`config.mk`:
```
export PLATFORM = sky130hd
export DESIGN_NAME = dsp_register_file_saturate_condition_flat
export DESIGN_NICKNAME = d
export VERILOG_FILES = /design/src/hw/rtl/drfsc_pkg.sv /design/src/hw/rtl/drfsc_in_if.sv /design/src/hw/rtl/drfsc_out_if.sv /design/src/hw/rtl/drfsc_in_stage.sv /design/src/hw/rtl/drfsc_core.sv /design/src/hw/rtl/drfsc_out_stage.sv /design/src/hw/rtl/dsp_register_file_saturate_condition.sv /design/src/flat_wrapper.sv
export SDC_FILE = /design/constraint.sdc
export NUM_CORES = 1
export LEC_CHECK = 0
export BUFFER_PORTS_ARGS = -buffer_cell sky130_fd_sc_hd__buf_2
export CAP_MARGIN = 5
export CORE_ASPECT_RATIO = 1.2
export CORE_MARGIN = 10
export CORE_UTILIZATION = 59
export CTS_CLUSTER_SIZE = 28
export DETAILED_ROUTE_END_ITERATION = 16
export PLACE_DENSITY = 0.83
export SLEW_MARGIN = 20
export SYNTH_ARGS = -nofsm -noshare
export SYNTH_HDL_FRONTEND = slang
export SYNTH_SLANG_ARGS = --single-unit
```
`constraint.sdc`:
```
create_clock -name clk -period 10.4 [get_ports clk]
set_input_delay 1.04 -clock clk [delete_from_list [all_inputs] [get_ports clk]]
set_output_delay 1.04 -clock clk [all_outputs]
set_load 0.1 [all_outputs]
```
`src/hw/rtl/drfsc_pkg.sv`:
```
// Shared types and constants for the saturating DSP register file.
// Used by the interfaces, the pipeline modules, the top level and the checker.
package drfsc_pkg;

  // Field widths of one input beat and one result beat.
  localparam int OP_W    = 3;
  localparam int IDX_W   = 4;
  localparam int WV_W    = 64;
  localparam int CODE_W  = 7;
  localparam int FLAG_W  = 7;
  localparam int RV_W    = 41;

  // Register file geometry.
  localparam int ACC_W     = 40;
  localparam int SHORT_W   = 16;
  localparam int NUM_ACC   = 4;
  localparam int NUM_SHORT = 12;
  localparam int NARROW_W  = 32;

  // Configuration port.
  localparam int CFG_ADDR_W = 3;
  localparam int CFG_DATA_W = 32;
  localparam logic CFG_IDX_WIDE_MODE = 1'b0;

  // Saturation limits, as stored in the register bits.
  localparam logic [ACC_W-1:0]   ACC_WIDE_MAX   = 40'h7F_FFFF_FFFF;
  localparam logic [ACC_W-1:0]   ACC_WIDE_MIN   = 40'h80_0000_0000;
  localparam logic [ACC_W-1:0]   ACC_NARROW_MAX = 40'h00_7FFF_FFFF;
  localparam logic [ACC_W-1:0]   ACC_NARROW_MIN = 40'hFF_8000_0000;
  localparam logic [SHORT_W-1:0] SHORT_MAX      = 16'h7fff;
  localparam logic [SHORT_W-1:0] SHORT_MIN      = 16'h8000;

  // Operation codes.
  typedef enum logic [OP_W-1:0] {
    OP_READ       = 3'd0,
    OP_SAT_WRITE  = 3'd1,
    OP_WRITE_LO   = 3'd2,
    OP_WRITE_HI   = 3'd3,
    OP_EVAL_COND  = 3'd4,
    OP_LOAD_FLAGS = 3'd5
  } op_t;

  // Condition test kinds (cond_code bits 6:4).
  localparam logic [2:0] KIND_EQ    = 3'd0;
  localparam logic [2:0] KIND_NE    = 3'd1;
  localparam logic [2:0] KIND_LT    = 3'd2;
  localparam logic [2:0] KIND_LE    = 3'd3;
  localparam logic [2:0] KIND_GT    = 3'd4;
  localparam logic [2:0] KIND_GE    = 3'd5;
  localparam logic [2:0] KIND_FLAG  = 3'd6;
  localparam logic [2:0] KIND_NFLAG = 3'd7;

  // Flag selectors (cond_code bits 3:0) beyond the overflow flags.
  localparam logic [3:0] SEL_TEST1    = 4'd4;
  localparam logic [3:0] SEL_TEST2    = 4'd5;
  localparam logic [3:0] SEL_CARRY    = 4'd6;
  localparam logic [3:0] SEL_RESERVED = 4'd7;

  // Bit positions in flag_bits.
  localparam int FB_TEST1 = 4;
  localparam int FB_TEST2 = 5;
  localparam int FB_CARRY = 6;

  // One input beat.
  typedef struct packed {
    logic [OP_W-1:0]          operation;
    logic [IDX_W-1:0]         reg_index;
    logic                     signed_read;
    logic signed [WV_W-1:0]   write_value;
    logic                     saturate_enable;
    logic [CODE_W-1:0]        cond_code;
    logic [FLAG_W-1:0]        flag_bits;
  } item_t;

  // One result beat.
  typedef struct packed {
    logic signed [RV_W-1:0]   read_value;
    logic                     condition_true;
    logic                     overflowed;
  } result_t;

endpackage

```
`src/hw/rtl/drfsc_in_if.sv`:
```
// Input channel of the register file: valid/ready plus one operation beat.
// Depends on drfsc_pkg for field widths.
interface drfsc_in_if;
  logic                                   valid;
  logic                                   ready;
  logic [drfsc_pkg::OP_W-1:0]             operation;
  logic [drfsc_pkg::IDX_W-1:0]            reg_index;
  logic                                   signed_read;
  logic signed [drfsc_pkg::WV_W-1:0]      write_value;
  logic                                   saturate_enable;
  logic [drfsc_pkg::CODE_W-1:0]           cond_code;
  logic [drfsc_pkg::FLAG_W-1:0]           flag_bits;

  modport source (
    output valid, operation, reg_index, signed_read, write_value,
           saturate_enable, cond_code, flag_bits,
    input  ready
  );
  modport sink (
    input  valid, operation, reg_index, signed_read, write_value,
           saturate_enable, cond_code, flag_bits,
    output ready
  );
endinterface

```
`src/hw/rtl/drfsc_out_if.sv`:
```
// Result channel of the register file: valid/ready plus one result beat.
// Depends on drfsc_pkg for field widths.
interface drfsc_out_if;
  logic                                   valid;
  logic                                   ready;
  logic signed [drfsc_pkg::RV_W-1:0]      read_value;
  logic                                   condition_true;
  logic                                   overflowed;

  modport source (
    output valid, read_value, condition_true, overflowed,
    input  ready
  );
  modport sink (
    input  valid, read_value, condition_true, overflowed,
    output ready
  );
endinterface

```
`src/hw/rtl/drfsc_in_stage.sv`:
```
// Input register of the register file pipeline: captures one beat.
// Depends on drfsc_pkg and drfsc_in_if.
module drfsc_in_stage (
  input  logic                clk,
  input  logic                rst_n,
  drfsc_in_if.sink            in_beat,
  input  logic                advance,
  output logic                item_valid,
  output drfsc_pkg::item_t    item
);

  logic             valid_r;
  logic             valid_nxt;
  drfsc_pkg::item_t item_r;
  logic             take;

  // A new beat is taken when the register is empty or moves on this cycle.
  assign in_beat.ready = rst_n & (~valid_r | advance);
  assign take          = in_beat.valid & in_beat.ready;

  always_comb begin
    valid_nxt = valid_r;
    if (take) begin
      valid_nxt = 1'b1;
    end else if (advance) begin
      valid_nxt = 1'b0;
    end
  end

  always_ff @(posedge clk) begin
    if (!rst_n) begin
      valid_r <= 1'b0;
    end else begin
      valid_r <= valid_nxt;
    end
  end

  // Payload capture; no reset needed.
  always_ff @(posedge clk) begin
    if (take) begin
      item_r.operation       <= in_beat.operation;
      item_r.reg_index       <= in_beat.reg_index;
      item_r.signed_read     <= in_beat.signed_read;
      item_r.write_value     <= in_beat.write_value;
      item_r.saturate_enable <= in_beat.saturate_enable;
      item_r.cond_code       <= in_beat.cond_code;
      item_r.flag_bits       <= in_beat.flag_bits;
    end
  end

  assign item_valid = valid_r;
  assign item       = item_r;

endmodule

```
`src/hw/rtl/drfsc_core.sv`:
```
// Register file state and the single-pass datapath: read views, saturating
// writes, word writes, condition tests and flag loads. Depends on drfsc_pkg.
module drfsc_core (
  input  logic                clk,
  input  logic                rst_n,
  input  logic                wide_mode,
  input  logic                fire,
  input  drfsc_pkg::item_t    item,
  output drfsc_pkg::result_t  result
);

  localparam int AW = drfsc_pkg::ACC_W;
  localparam int SW = drfsc_pkg::SHORT_W;
  localparam int RW = drfsc_pkg::RV_W;
  localparam int WW = drfsc_pkg::WV_W;
  localparam int NW = drfsc_pkg::NARROW_W;

  // Architectural state.
  logic [AW-1:0] acc_r   [drfsc_pkg::NUM_ACC];
  logic [SW-1:0] short_r [drfsc_pkg::NUM_SHORT];
  logic [drfsc_pkg::NUM_ACC-1:0] ovf_r;
  logic          test1_r;
  logic          test2_r;
  logic          carry_r;

  drfsc_pkg::op_t  op;
  logic            is_eval;
  logic [3:0]      sel;
  logic            sel_is_acc;
  logic [AW-1:0]   acc_rd;
  logic [3:0]      sh_idx;
  logic [SW-1:0]   sh_rd;
  logic            ext;
  logic [RW-1:0]   view;
  logic            v_neg;
  logic            v_zero;
  logic [2:0]      kind;
  logic [3:0]      fsel;
  logic            fa;
  logic            fb;
  logic            flag_val;
  logic            cond;
  logic            acc_fit;
  logic            sh_fit;
  logic            ovf;
  logic            wneg;
  logic [AW-1:0]   acc_wr;
  logic [SW-1:0]   sh_wr;
  logic [WW-1:0]   wv;

  // Select the one register this beat touches and form its extended view.
  always_comb begin
    op         = drfsc_pkg::op_t'(item.operation);
    is_eval    = (op == drfsc_pkg::OP_EVAL_COND);
    sel        = is_eval ? item.cond_code[3:0] : item.reg_index;
    sel_is_acc = (sel[3:2] == 2'b00);
    acc_rd     = acc_r[sel[1:0]];
    sh_idx     = sel_is_acc ? 4'd0 : (sel - 4'(drfsc_pkg::NUM_ACC));
    sh_rd      = short_r[sh_idx];
    ext        = is_eval | item.signed_read;
    if (sel_is_acc) begin
      if (wide_mode) begin
        view = {ext & acc_rd[AW-1], acc_rd};
      end else begin
        view = {{(RW-NW){ext & acc_rd[NW-1]}}, acc_rd[NW-1:0]};
      end
    end else begin
      view = {{(RW-SW){ext & sh_rd[SW-1]}}, sh_rd};
    end
    v_neg  = view[RW-1];
    v_zero = (view == '0);
  end

  // Condition evaluation over the register view or the flags.
  always_comb begin
    kind = item.cond_code[6:4];
    fsel = item.cond_code[3:0];
    fa   = fsel[1] ? ~test1_r : test1_r;
    fb   = fsel[0] ? ~test2_r : test2_r;
    case (fsel)
      4'd0, 4'd1, 4'd2, 4'd3: flag_val = ovf_r[fsel[1:0]];
      drfsc_pkg::SEL_TEST1:   flag_val = test1_r;
      drfsc_pkg::SEL_TEST2:   flag_val = test2_r;
      drfsc_pkg::SEL_CARRY:   flag_val = carry_r;
      default:                flag_val = 1'b0;
    endcase
    case (kind)
      drfsc_pkg::KIND_EQ: cond = v_zero;
      drfsc_pkg::KIND_NE: cond = ~v_zero;
      drfsc_pkg::KIND_LT: cond = v_neg;
      drfsc_pkg::KIND_LE: cond = v_neg | v_zero;
      drfsc_pkg::KIND_GT: cond = ~v_neg & ~v_zero;
      drfsc_pkg::KIND_GE: cond = ~v_neg;
      drfsc_pkg::KIND_FLAG: begin
        if (fsel == drfsc_pkg::SEL_RESERVED) begin
          cond = 1'b0;
        end else if (fsel[3] == 1'b0) begin
          cond = flag_val;
        end else if (fsel[2] == 1'b0) begin
          cond = fa & fb;
        end else begin
          cond = 1'b0;
        end
      end
      default: begin
        if (fsel == drfsc_pkg::SEL_RESERVED) begin
          cond = 1'b0;
        end else if (fsel[3] == 1'b0) begin
          cond = ~flag_val;
        end else if (fsel[2] == 1'b0) begin
          cond = fa | fb;
        end else begin
          cond = fa ^ fb;
        end
      end
    endcase
  end

  // Range check and clamp: the value fits when all bits above the limit's
  // sign bit agree with it.
  always_comb begin
    wv      = item.write_value;
    wneg    = wv[WW-1];
    acc_fit = wide_mode ? ((&wv[WW-1:AW-1]) | ~(|wv[WW-1:AW-1]))
                        : ((&wv[WW-1:NW-1]) | ~(|wv[WW-1:NW-1]));
    sh_fit  = (&wv[WW-1:SW-1]) | ~(|wv[WW-1:SW-1]);
    ovf     = ~(sel_is_acc ? acc_fit : sh_fit);
    acc_wr  = wv[AW-1:0];
    sh_wr   = wv[SW-1:0];
    if (ovf && item.saturate_enable) begin
      if (wide_mode) begin
        acc_wr = wneg ? drfsc_pkg::ACC_WIDE_MIN : drfsc_pkg::ACC_WIDE_MAX;
      end else begin
        acc_wr = wneg ? drfsc_pkg::ACC_NARROW_MIN : drfsc_pkg::ACC_NARROW_MAX;
      end
      sh_wr = wneg ? drfsc_pkg::SHORT_MIN : drfsc_pkg::SHORT_MAX;
    end
  end

  // Result fields for this beat.
  always_comb begin
    result.read_value     = (op == drfsc_pkg::OP_READ) ? view : '0;
    result.condition_true = is_eval & cond;
    result.overflowed     = (op == drfsc_pkg::OP_SAT_WRITE) & ovf;
  end

  // State update when the beat moves into the result register.
  always_ff @(posedge clk) begin
    if (!rst_n) begin
      for (int i = 0; i < drfsc_pkg::NUM_ACC; i++) begin
        acc_r[i] <= '0;
      end
      for (int i = 0; i < drfsc_pkg::NUM_SHORT; i++) begin
        short_r[i] <= '0;
      end
      ovf_r   <= '0;
      test1_r <= 1'b0;
      test2_r <= 1'b0;
      carry_r <= 1'b0;
    end else if (fire) begin
      case (op)
        drfsc_pkg::OP_SAT_WRITE: begin
          if (sel_is_acc) begin
            acc_r[sel[1:0]] <= acc_wr;
            if (ovf) begin
              ovf_r[sel[1:0]] <= 1'b1;
            end
          end else begin
            short_r[sh_idx] <= sh_wr;
          end
        end
        drfsc_pkg::OP_WRITE_LO: begin
          if (sel_is_acc) begin
            acc_r[sel[1:0]] <= {acc_rd[AW-1:SW], wv[SW-1:0]};
          end else begin
            short_r[sh_idx] <= wv[SW-1:0];
          end
        end
        drfsc_pkg::OP_WRITE_HI: begin
          if (sel_is_acc) begin
            acc_r[sel[1:0]] <= {acc_rd[AW-1:NW], wv[SW-1:0], acc_rd[SW-1:0]};
          end else begin
            short_r[sh_idx] <= wv[SW-1:0];
          end
        end
        drfsc_pkg::OP_LOAD_FLAGS: begin
          ovf_r   <= item.flag_bits[drfsc_pkg::NUM_ACC-1:0];
          test1_r <= item.flag_bits[drfsc_pkg::FB_TEST1];
          test2_r <= item.flag_bits[drfsc_pkg::FB_TEST2];
          carry_r <= item.flag_bits[drfsc_pkg::FB_CARRY];
        end
        default: begin
        end
      endcase
    end
  end

endmodule

```
`src/hw/rtl/drfsc_out_stage.sv`:
```
// Result register of the register file pipeline; drives the result channel.
// Depends on drfsc_pkg and drfsc_out_if.
module drfsc_out_stage (
  input  logic                 clk,
  input  logic                 rst_n,
  input  logic                 load,
  input  drfsc_pkg::result_t   result,
  output logic                 advance,
  drfsc_out_if.source          out_beat
);

  logic               valid_r;
  logic               valid_nxt;
  drfsc_pkg::result_t result_r;

  // The register can take a new result when empty or being drained.
  assign advance = ~valid_r | out_beat.ready;

  always_comb begin
    valid_nxt = valid_r;
    if (load) begin
      valid_nxt = 1'b1;
    end else if (out_beat.ready) begin
      valid_nxt = 1'b0;
    end
  end

  always_ff @(posedge clk) begin
    if (!rst_n) begin
      valid_r <= 1'b0;
    end else begin
      valid_r <= valid_nxt;
    end
  end

  always_ff @(posedge clk) begin
    if (load) begin
      result_r <= result;
    end
  end

  assign out_beat.valid          = valid_r;
  assign out_beat.read_value     = result_r.read_value;
  assign out_beat.condition_true = result_r.condition_true;
  assign out_beat.overflowed     = result_r.overflowed;

endmodule

```
`src/hw/rtl/dsp_register_file_saturate_condition.sv`:
```
// DSP register file with four 40-bit accumulators (index 0-3), T0-T3 (4-7)
// and AR0-AR7 (8-15), sticky overflow flags, two test flags and a carry.
// Each input beat is one operation and yields exactly one result beat.
// Throughput is one beat per clock while results drain; an accepted beat
// goes from the input register into the result register, which offers
// its result, with all work done in the logic between the input register and
// the result register. While a result beat is stalled, the next beat waits in
// the input register and the input stops accepting. The next beat sees
// every state change made by the one before it. The wide_mode register at
// byte address 0 selects the 40-bit (1) or 32-bit (0) accumulator view and
// saturation; write it only while no beat is in flight.
// Depends on drfsc_pkg, drfsc_in_if, drfsc_out_if and the drfsc_ stages.
module dsp_register_file_saturate_condition (
  input  logic                                 clk,
  input  logic                                 rst_n,
  drfsc_in_if.sink                             in_beat,
  drfsc_out_if.source                          out_beat,
  input  logic                                 psel,
  input  logic                                 penable,
  input  logic                                 pwrite,
  input  logic [drfsc_pkg::CFG_ADDR_W-1:0]     paddr,
  input  logic [drfsc_pkg::CFG_DATA_W-1:0]     pwdata,
  output logic [drfsc_pkg::CFG_DATA_W-1:0]     prdata,
  output logic                                 pready
);

  logic                  wide_mode_r;
  logic                  wide_mode_nxt;
  logic                  cfg_wr;
  logic                  fire;
  logic                  item_valid;
  logic                  advance;
  drfsc_pkg::item_t      item;
  drfsc_pkg::result_t    result;

  // Configuration register write and read-back.
  assign pready = 1'b1;
  assign cfg_wr = psel & penable & pwrite & pready &
                  (paddr[2] == drfsc_pkg::CFG_IDX_WIDE_MODE);

  always_comb begin
    wide_mode_nxt = cfg_wr ? pwdata[0] : wide_mode_r;
    prdata        = '0;
    if (paddr[2] == drfsc_pkg::CFG_IDX_WIDE_MODE) begin
      prdata[0] = wide_mode_r;
    end
  end

  always_ff @(posedge clk) begin
    if (!rst_n) begin
      wide_mode_r <= 1'b0;
    end else begin
      wide_mode_r <= wide_mode_nxt;
    end
  end

  // Input register.
  drfsc_in_stage u_in (
    .clk        (clk),
    .rst_n      (rst_n),
    .in_beat    (in_beat),
    .advance    (advance),
    .item_valid (item_valid),
    .item       (item)
  );

  // A beat executes when it moves into the result register.
  assign fire = item_valid & advance;

  drfsc_core u_core (
    .clk       (clk),
    .rst_n     (rst_n),
    .wide_mode (wide_mode_r),
    .fire      (fire),
    .item      (item),
    .result    (result)
  );

  // Result register.
  drfsc_out_stage u_out (
    .clk      (clk),
    .rst_n    (rst_n),
    .load     (fire),
    .result   (result),
    .advance  (advance),
    .out_beat (out_beat)
  );

endmodule

```
`src/flat_wrapper.sv`:
```
// flat-port wrapper written by rule: the top's interface ports become plain ports
module dsp_register_file_saturate_condition_flat 
  (clk, rst_n, psel, penable, pwrite, paddr, pwdata, prdata, pready, in_beat_valid, in_beat_operation, in_beat_reg_index, in_beat_signed_read, in_beat_write_value, in_beat_saturate_enable, in_beat_cond_code, in_beat_flag_bits, in_beat_ready, out_beat_valid, out_beat_read_value, out_beat_condition_true, out_beat_overflowed, out_beat_ready);
  drfsc_in_if in_beat_i ();
  drfsc_out_if out_beat_i ();
  input  logic clk;
  input  logic rst_n;
  input  logic psel;
  input  logic penable;
  input  logic pwrite;
  input  logic [drfsc_pkg::CFG_ADDR_W-1:0] paddr;
  input  logic [drfsc_pkg::CFG_DATA_W-1:0] pwdata;
  output logic [drfsc_pkg::CFG_DATA_W-1:0] prdata;
  output logic pready;
  input wire logic [$bits(in_beat_i.valid)-1:0] in_beat_valid;
  input wire logic [$bits(in_beat_i.operation)-1:0] in_beat_operation;
  input wire logic [$bits(in_beat_i.reg_index)-1:0] in_beat_reg_index;
  input wire logic [$bits(in_beat_i.signed_read)-1:0] in_beat_signed_read;
  input wire logic [$bits(in_beat_i.write_value)-1:0] in_beat_write_value;
  input wire logic [$bits(in_beat_i.saturate_enable)-1:0] in_beat_saturate_enable;
  input wire logic [$bits(in_beat_i.cond_code)-1:0] in_beat_cond_code;
  input wire logic [$bits(in_beat_i.flag_bits)-1:0] in_beat_flag_bits;
  output wire logic [$bits(in_beat_i.ready)-1:0] in_beat_ready;
  output wire logic [$bits(out_beat_i.valid)-1:0] out_beat_valid;
  output wire logic [$bits(out_beat_i.read_value)-1:0] out_beat_read_value;
  output wire logic [$bits(out_beat_i.condition_true)-1:0] out_beat_condition_true;
  output wire logic [$bits(out_beat_i.overflowed)-1:0] out_beat_overflowed;
  input wire logic [$bits(out_beat_i.ready)-1:0] out_beat_ready;
  assign in_beat_i.valid = in_beat_valid;
  assign in_beat_i.operation = in_beat_operation;
  assign in_beat_i.reg_index = in_beat_reg_index;
  assign in_beat_i.signed_read = in_beat_signed_read;
  assign in_beat_i.write_value = in_beat_write_value;
  assign in_beat_i.saturate_enable = in_beat_saturate_enable;
  assign in_beat_i.cond_code = in_beat_cond_code;
  assign in_beat_i.flag_bits = in_beat_flag_bits;
  assign in_beat_ready = in_beat_i.ready;
  assign out_beat_valid = out_beat_i.valid;
  assign out_beat_read_value = out_beat_i.read_value;
  assign out_beat_condition_true = out_beat_i.condition_true;
  assign out_beat_overflowed = out_beat_i.overflowed;
  assign out_beat_i.ready = out_beat_ready;
  dsp_register_file_saturate_condition u_core (.clk(clk), .rst_n(rst_n), .in_beat(in_beat_i), .out_beat(out_beat_i), .psel(psel), .penable(penable), .pwrite(pwrite), .paddr(paddr), .pwdata(pwdata), .prdata(prdata), .pready(pready));
endmodule
```
**After elaboration in Yosys (flattened, before gate mapping)**

Memory sizes are Yosys's and may differ from the RTL's.
Cells that the tools add are included.

- Logic and storage cells: 174
- Memories: 2
- Flip-flop bits (word level): 140
- Bits in writable memories: 352
- Memory bits (read-only): 0
- Latch bits: 0

Memory list:

| memory | depth | bits a word | read ports | clocked after Yosys merged registers in | wr ports | line | text |
|---|---|---|---|---|---|---|---|
| u_core.u_core.short_r | 12 | 16 | 1 | 0 | 12 | drfsc_core.sv:20 | `logic [SW-1:0] short_r [drfsc_pkg::NUM_SHORT];` |
| u_core.u_core.acc_r | 4 | 40 | 1 | 0 | 4 | drfsc_core.sv:19 | `logic [AW-1:0] acc_r [drfsc_pkg::NUM_ACC];` |

- Multipliers: 0
- $lt $le $gt $ge: 3
- Bitwise operators: 39
- Shift-type cells: 0
- Reductions and logical operators: 21
- Mux-type cells: 71
- Divide/modulo/power cells: 0
- Equality and inequality tests: 20
- Add/sub/neg operators: 1

Operators with widths:

| cell | count |
|---|---|
| 40-bit two-way mux | 7 |
| 41-bit two-way mux | 2 |
| 16-bit two-way mux | 5 |
| 49-bit AND reduction | 1 |
| 49-bit OR reduction | 1 |
| 1-bit two-way mux | 46 |
| 41-bit logical NOT | 1 |
| 40-bit OR reduction | 1 |
| 33-bit AND reduction | 1 |
| 33-bit OR reduction | 1 |
| 25-bit AND reduction | 1 |
| 25-bit OR reduction | 1 |
| 4-bit two-way mux | 5 |
| 4-bit by 3-bit equality test with 1-bit output, second input constant | 4 |
| 16-bit OR reduction | 1 |
| 3-bit equality test, second input constant | 5 |
| 1-bit AND | 13 |
| 3-bit by 2-bit equality test with 1-bit output, second input constant | 4 |
| 1-bit NOT | 12 |
| 1-bit OR | 12 |
| 4-bit by 2-bit equality test with 1-bit output, second input constant | 2 |
| 4-bit one-hot mux with 2 select lines | 1 |
| 1-bit one-hot mux with 7 select lines | 1 |
| 3-bit by 1-bit equality test with 1-bit output, second input constant | 2 |
| 19 further kinds | 25 |

**Depth between registers and ports, before layout**

Gate-level depths: netlist of run 1.

- Word-level depth: 12
- Mapped depth: 17

**Modules after synthesis**

Synthesis of run 1 repeated with hierarchy kept, for this count alone.

- Cells, all modules: 1845
- Area total of the unflattened synthesis: 22522.9 um^2

Modules (own cells, without submodules):

| module | instances | cells each | sequential area each (um^2) | area each (um^2) |
|---|---|---|---|---|
| drfsc_core | 1 | 1664 | 10710.3 | 18191.2 |
| drfsc_in_stage | 1 | 93 | 2632.5 | 2670.1 |
| drfsc_out_stage | 1 | 47 | 1311.3 | 1340.0 |
| dsp_register_file_saturate_condition | 1 | 41 | 20.0 | 321.6 |

**Worst setup path after synthesis of run 1**

OpenSTA, ideal clock, no wires.

- Path kind: input port to flip-flop
- Start: in out_beat_ready
- End: mem u_core.u_core.acc_r[3][0] in the netlist's numbering (enable)
- Path buffers: 1
- Required time: 9.903 ns
- Cell stages on the path: 7
- Arrival time: 7.212 ns
- Setup slack: 2.690 ns
- Cells stage by stage: nor2b_1 > nor2b_1 > and3b_1 > o21ai_0 > nand2b_1 > clkbuf_1 > o31ai_1

RTL lines:

| what | line | text |
|---|---|---|
| start: declaration | flat_wrapper.sv:28 | `input wire logic [$bits(out_beat_i.ready)-1:0] out_beat_ready;` |
| end: declaration | drfsc_core.sv:19 |  |

==> results_dict.tcl, run 1 <==
set metrics [dict create \
    status "finished clean" \
    syn_area_um2 22600 \
    peakVddDrop_uv 146 \
    cts_tree "yes" \
    grtUsageTotal_pct 27.4 \
    regArea_um2 14700 \
    cts_buffers 45 \
    drive_gt1_share_pct 13.6 \
    drcViolationCount 0 \
    dp_slack_ns 5.13 \
    totalWireLength_um 64900 \
    yosysTopAreaCell "edfxtp_1" \
    fin_nets 2173 \
    total_power_mw 4.33 \
    ys_seq_elements 492 \
    synth-seq-area-share_pct 64.9 \
    cts_root_buf "clkbuf_16" \
    clkTransAtPathRegs_ns 0.07 \
    yosys_warnings 0 \
    max-slew-margin-rel_pct 9.58 \
    h-tree-depth 2 \
    grt_setup_unrepaired "false" \
    grt_pass1_wl_um 96600 \
    fill_cells 2701 \
    numPortBuffers 141 \
    antenna_found_initial 0 \
    crit_arrival_ns 5.65 \
    syn2layout_area_growth_pct 10.1 \
    drt-initial-drc-count 2530 \
    routed_via_density 6.59 \
    cts_buffer_depth 3 \
    setup_ws_ns 5.02 \
    crit_type "flip-flop to flip-flop" \
    final_util_pct 65.8 \
    regToRegStartpoint "u_core.u_in.item[84]" \
    p_leak_nw 9.16 \
    core_area_um2 37900 \
    synth_async_sr_flop_share_pct 0 \
    powerDensity_nw_per_um2 174 \
    hold_path.class "flip-flop to flip-flop" \
    die_height_um 234 \
    hold_violations 0 \
    synth_top_area_share_pct 64.0 \
    reg2reg_slack_ns 5.02 \
    rows 78 \
    clock_sinks 492 \
    die_w_um 199 \
    worstMarginPinSlew_ns 1.34 \
    crit_start "u_core.u_in.item[84]" \
    hold_depth 2 \
    synth-edff-count 482 \
    rr_endpoint "u_core.u_core.short_r[7][9]" \
    synthTopCellsByCount "482 x edfxtp_1, 331 x nor2_1, 204 x nand2_1, 113 x a21oi_1, 106 x o21ai_0" \
    start_util_pct 59.7 \
    overflow 0 \
    cts_setup_buffers 0 \
    yosys.cell_count.top_type "edfxtp_1" \
    holdBufCountCts 0 \
    place.gp.congestion 0.896 \
    period_minus_slack_ns 5.38 \
    fin_cells 2558 \
    place.detailed.hpwl_um 40000 \
    r2r_cells 12 \
    drv_cap 0 \
    yosys-top-cells-area "edfxtp_1 64%, nor2_1 5.5%, nand2_1 3.4%" \
    setup_viol 0 \
    dr.pass1.iters 5 \
    avgSynthCellArea_um2 11.5 \
    pin_count 207 \
    min_period_over_period_pct 51.7 \
    grtUsageMet3_pct 5.19 \
    synthCells 1972 \
    num_antenna_cells 0 \
    multiInputGateArea_um2 7220 \
    hold-path-endpoint "u_core.u_core.ovf_r[1]" \
    vias 16900 \
    place_inst 2474 \
    synth_flop_cell "edfxtp_1" \
    dieArea_um2 46600 \
    setup_tns_ns 0 \
    fmax_mhz 186 \
    worstPathRequired_ns 10.67 \
    ant_nets 0 \
    grt_busiest_layer "met2" \
    synth_cell_type_count 77 \
    gr-usage-met1_pct 31.3 \
    grt_max_degree 69 \
    use_met2_pct 47.0 \
    crit_path_start_kind "flip-flop" \
    worstHoldStart "u_core.u_core.ovf_r[1]" \
    ctsResizeCount 0 \
    crit_path_end_kind "flip-flop" \
    fin_skew_ns 0.0264 \
    slew_violations 0 \
    cp_max_fo 40 \
    wl_per_cell_um 25.4 \
    clk_latency_ns 0.58 \
    grt_pass1_vias 16700 \
]
## state kept, by name, summed over array words and instances, names as in the netlist
register / cells
u_core.u_core.ovf_r: 4
u_core.u_core.acc_r: 160
u_core.u_core.short_r: 192
u_core.u_out.out_beat.overflowed: 1
u_core.u_in.item: 87
u_core.u_out.out_beat.read_value: 41
u_core.u_core.carry_r: 1
u_core.u_core.test1_r: 1
u_core.u_out.out_beat.condition_true: 1
u_core.u_in.item_valid: 1
u_core.u_core.test2_r: 1
u_core.u_out.out_beat.valid: 1
u_core.wide_mode_r: 1
## placed cells by master (no fill, tap or decap), types with 20 or more instances in the layout
master	count
nand2b_1	33
nor2_1	331
edfxtp_1	482
nor3_1	42
nand2_1	203
and2_1	63
a31oi_1	20
mux2i_1	54
clkbuf_16	45
a21oi_1	110
and3_1	27
nor4_1	20
buf_2	141
inv_1	21
nand3_1	34
conb_1	32
buf_4	29
nand4_1	29
o21ai_0	104
## where the power goes
part           leakage (nW)  internal [mW]  switching [mW]
sequential             4.96           2.25          0.0369
clock                 0.675          0.875           0.724
combinational          3.53         0.0929           0.353
## layout make-up
class / instances / area share [%]
well taps: 480 / 2.41
multi-input cells: 1311 / 29.0
repair buffers: 171 / 3.74
clock inverters: 27 / 0.910
flip-flops and latches: 492 / 58.9
clock buffers: 56 / 4.69
inverters: 21 / 0.317
## routing by layer
| metal | vias up | share of wire, % |
|---|---|---|
| met2 | 1339 | 50 |
| li1 | 7263 | - |
| met5 | - | 0 |
| met4 | 0 | 6.6 |
| met3 | 268 | 12 |
| met1 | 7988 | 32 |
## worst max path at each step
stage                                           endpoint  slack, ns  cells after the start
CTS                 u_core.u_out.out_beat.condition_true       5.09                     12
floorplan                      u_core.u_core.acc_r[3][0]       2.69                      7
global placement    u_core.u_out.out_beat.condition_true       5.27                     12
finish                       u_core.u_core.short_r[7][9]       5.02                     12
global route                 u_core.u_core.short_r[4][8]       4.83                     12
detailed placement  u_core.u_out.out_beat.condition_true       5.13                     12
## per-stage QoR
| stage | hold slack, ns | instance area [um^2] |
|---|---|---|
| detailed placement | 0.495 | 23500 |
| finish | 0.499 | 24900 |
| global route | 0.547 | 24900 |
| CTS | 0.510 | 24900 |
| global placement | 0.465 | 23500 |
| floorplan | 0.447 | 22700 |
## worst max-delay path, cell delays in order, from the launching register on
cell	delay [ns]
edfxtp_1	0.37
buf_4	0.27
or3b_1	0.47
buf_4	0.30
mux2_2	0.94
nor2_1	0.12
nor4_1	0.47
a2111oi_4	0.10
buf_4	0.26
o21ai_2	0.35
nor2_2	0.29
a21oi_1	0.94
nor2_1	0.14
## kinds of logic (layout without fill, tap and decap cells)
group / Yosys count / count (layout) / share of synthesized area, %
buf+inv: 199 / 275 / 4.31
flops: 492 / 492 / 64.9
mux: 70 / 70 / 3.24
xor+xnor: 3 / 3 / 0.116
compound gates: 380 / 380 / 10.6
fa+ha+maj: 2 / 2 / 0.111
simple gates: 824 / 824 / 16.7
other cells: 2 / 32 / 0.0332
Power figures use the tool's default switching activity.
==> inputs of run 2 (changes only) <==
Settings changed: CORE_UTILIZATION 59 to 53, PLACE_DENSITY 0.83 to 0.79.
Clock period 10.4 ns to 4.91 ns, I/O delays scaled along.
==> run 2 against run 1 <==
  * Die area increased by 10%
  * Combinational power increased by 120%
  * Critical endpoint is now u_core.u_out.out_beat.condition_true
  * Final cell count increased by 4.3%
  * Non-clock buffer count up 39
  * Clock skew is 0.00062 ns lower
  * Global-route usage decreased by 3.2 points
  * Critical path depth is 1 lower
  * First-iteration DRC count decreased by 23%
  * Power up 110%
==> results_dict.tcl, run 2 (synthesis results as in run 1) <==
set metrics [dict create \
    worstHoldStart "in_beat_write_value[16]" \
    crit_arrival_ns 4.98 \
    wl_per_cell_um 24.1 \
    die_height_um 246 \
    total_power_mw 9.26 \
    final_util_pct 60.3 \
    crit_type "flip-flop to flip-flop" \
    grtUsageTotal_pct 24.1 \
    grt_pass1_wl_um 96900 \
    worstMarginPinSlew_ns 1.08 \
    fill_cells 3199 \
    cts_buffer_depth 3 \
    final_common_cell "edfxtp_1" \
    clkTransAtPathRegs_ns 0.06 \
    start_util_pct 53.9 \
    cp_max_fo 27 \
    drv_cap 0 \
    clock_sinks 492 \
    largest_register_ffs 192 \
    drive_gt1_share_pct 15.0 \
    worstPathRequired_ns 5.28 \
    cts_tree "yes" \
    reg2reg_slack_ns 0.29 \
    drt-initial-drc-count 1947 \
    multiInputGateArea_um2 7200 \
    place.gp.congestion 0.920 \
    largest-register "u_core.u_core.short_r" \
    period_minus_slack_ns 4.62 \
    fin_nets 2214 \
    dr.pass1.iters 6 \
    dieArea_um2 51300 \
    h-tree-depth 2 \
    antenna_found_initial 2 \
    ant_nets 0 \
    fin_skew_ns 0.0258 \
    clk_latency_ns 0.58 \
    hold-path-endpoint "u_core.u_in.item[31]" \
    slew_violations 0 \
    powerDensity_nw_per_um2 366 \
    core_area_um2 42000 \
    rows 82 \
    pin_count 207 \
    vias 16800 \
    totalWireLength_um 64200 \
    place.detailed.hpwl_um 43300 \
    fmax_mhz 217 \
    crit_path_start_kind "flip-flop" \
    crit_path_end_kind "flip-flop" \
    numPortBuffers 141 \
    setup_viol 0 \
    rr_endpoint "u_core.u_out.out_beat.condition_true" \
    drcViolationCount 0 \
    routed_via_density 6.30 \
    grt_setup_unrepaired "false" \
    layout_common_cells "482 x edfxtp_1, 331 x nor2_1, 203 x nand2_1" \
    r2r_cells 11 \
    min_period_over_period_pct 94.0 \
    grt_max_degree 75 \
    hold_violations 0 \
    hold_path.class "input port to flip-flop" \
    cts_root_buf "clkbuf_16" \
    cts_buffers 47 \
    status "finished clean" \
    die_w_um 209 \
    p_leak_nw 9.38 \
    syn2layout_area_growth_pct 12.0 \
    overflow 0 \
    regToRegStartpoint "u_core.u_in.item[85]" \
    holdBufCountCts 0 \
    cts_setup_buffers 0 \
    grt_pass1_vias 16900 \
    hold_depth 1 \
    ctsResizeCount 0 \
    max-slew-margin-rel_pct 28.1 \
    regArea_um2 14700 \
    peakVddDrop_uv 240 \
]
==> run 2: cell count changes in the layout (fill, tap and decap cells not counted), moves of 2 or more <==
| cell | before | now |
|---|---|---|
| a21oi_1 | 110 | 112 |
| buf_4 | 29 | 68 |
| a21oi_2 | 5 | 3 |
| clkbuf_16 | 45 | 47 |
| clkinv_1 | 12 | 10 |
| clkbuf_1 | 11 | 14 |
| diode_2 | 0 | 2 |
==> run 2: layout make-up <==
type,count,area share (%)
clock buffers,61,4.85
diodes,2,0.0198
repair buffers,210,4.88
clock inverters,24,0.820
inverters,21,0.311
multi-input cells,1311,28.4
well taps,546,2.70
flip-flops and latches,492,58.0
==> run 2: worst max-delay path by stage <==
stage / startpoint / to / slack [ns]
global route: u_core.u_in.item[84] / u_core.u_out.out_beat.condition_true / 0.10
finish: u_core.u_in.item[85] / u_core.u_out.out_beat.condition_true / 0.29
floorplan: u_core.u_out.out_beat.valid / u_core.u_core.acc_r[0][0] / -0.49
global placement: u_core.u_in.item[85] / u_core.u_out.out_beat.condition_true / 0.67
CTS: u_core.u_in.item[85] / u_core.u_out.out_beat.condition_true / 0.34
detailed placement: u_core.u_in.item[85] / u_core.u_out.out_beat.condition_true / 0.51
==> run 2: critical path, cell delays in order (launching register included) <==
cell,delay (ns)
edfxtp_1,0.38
or3b_1,0.67
a21oi_4,0.65
buf_4,0.49
mux2i_1,0.28
mux2i_1,0.16
a2111oi_0,0.53
a211oi_1,0.21
nor4_1,0.34
nand3_1,0.22
o21a_1,0.23
o32ai_1,0.25
==> run 2: where the power goes <==
part	internal, mW	switching (mW)	leakage [nW]
logic	0.215	0.754	3.72
clock network	1.92	1.53	0.699
registers	4.76	0.0725	4.96
total	6.90	2.36	9.38
==> run 2: routing by layer <==
metal  vias to the layer above  share of wire (%)  track usage, %
li1                       7348                  -               -
met1                      8058                 33            26.7
met2                      1141                 51            41.9
met3                       265                9.9            4.54
met4                         0                6.7            16.0
met5                         -                  0               0
==> run 2: through the flow <==
step / hold WS, ns / setup TNS (ns) / setup slack (ns) / instances / cell area [um^2]
final: 0.0792 / 0 / 0.295 / 2667 / 25300
after global routing: 0.0775 / 0 / 0.101 / 2666 / 25300
after CTS: 0.0712 / 0 / 0.343 / 2665 / 25300
after detailed placement: 0.477 / 0 / 0.515 / 2580 / 23900
after global placement: 0.468 / 0 / 0.674 / 2579 / 23900
after floorplan: 0.447 / -50.46 / -0.490 / 2002 / 22700
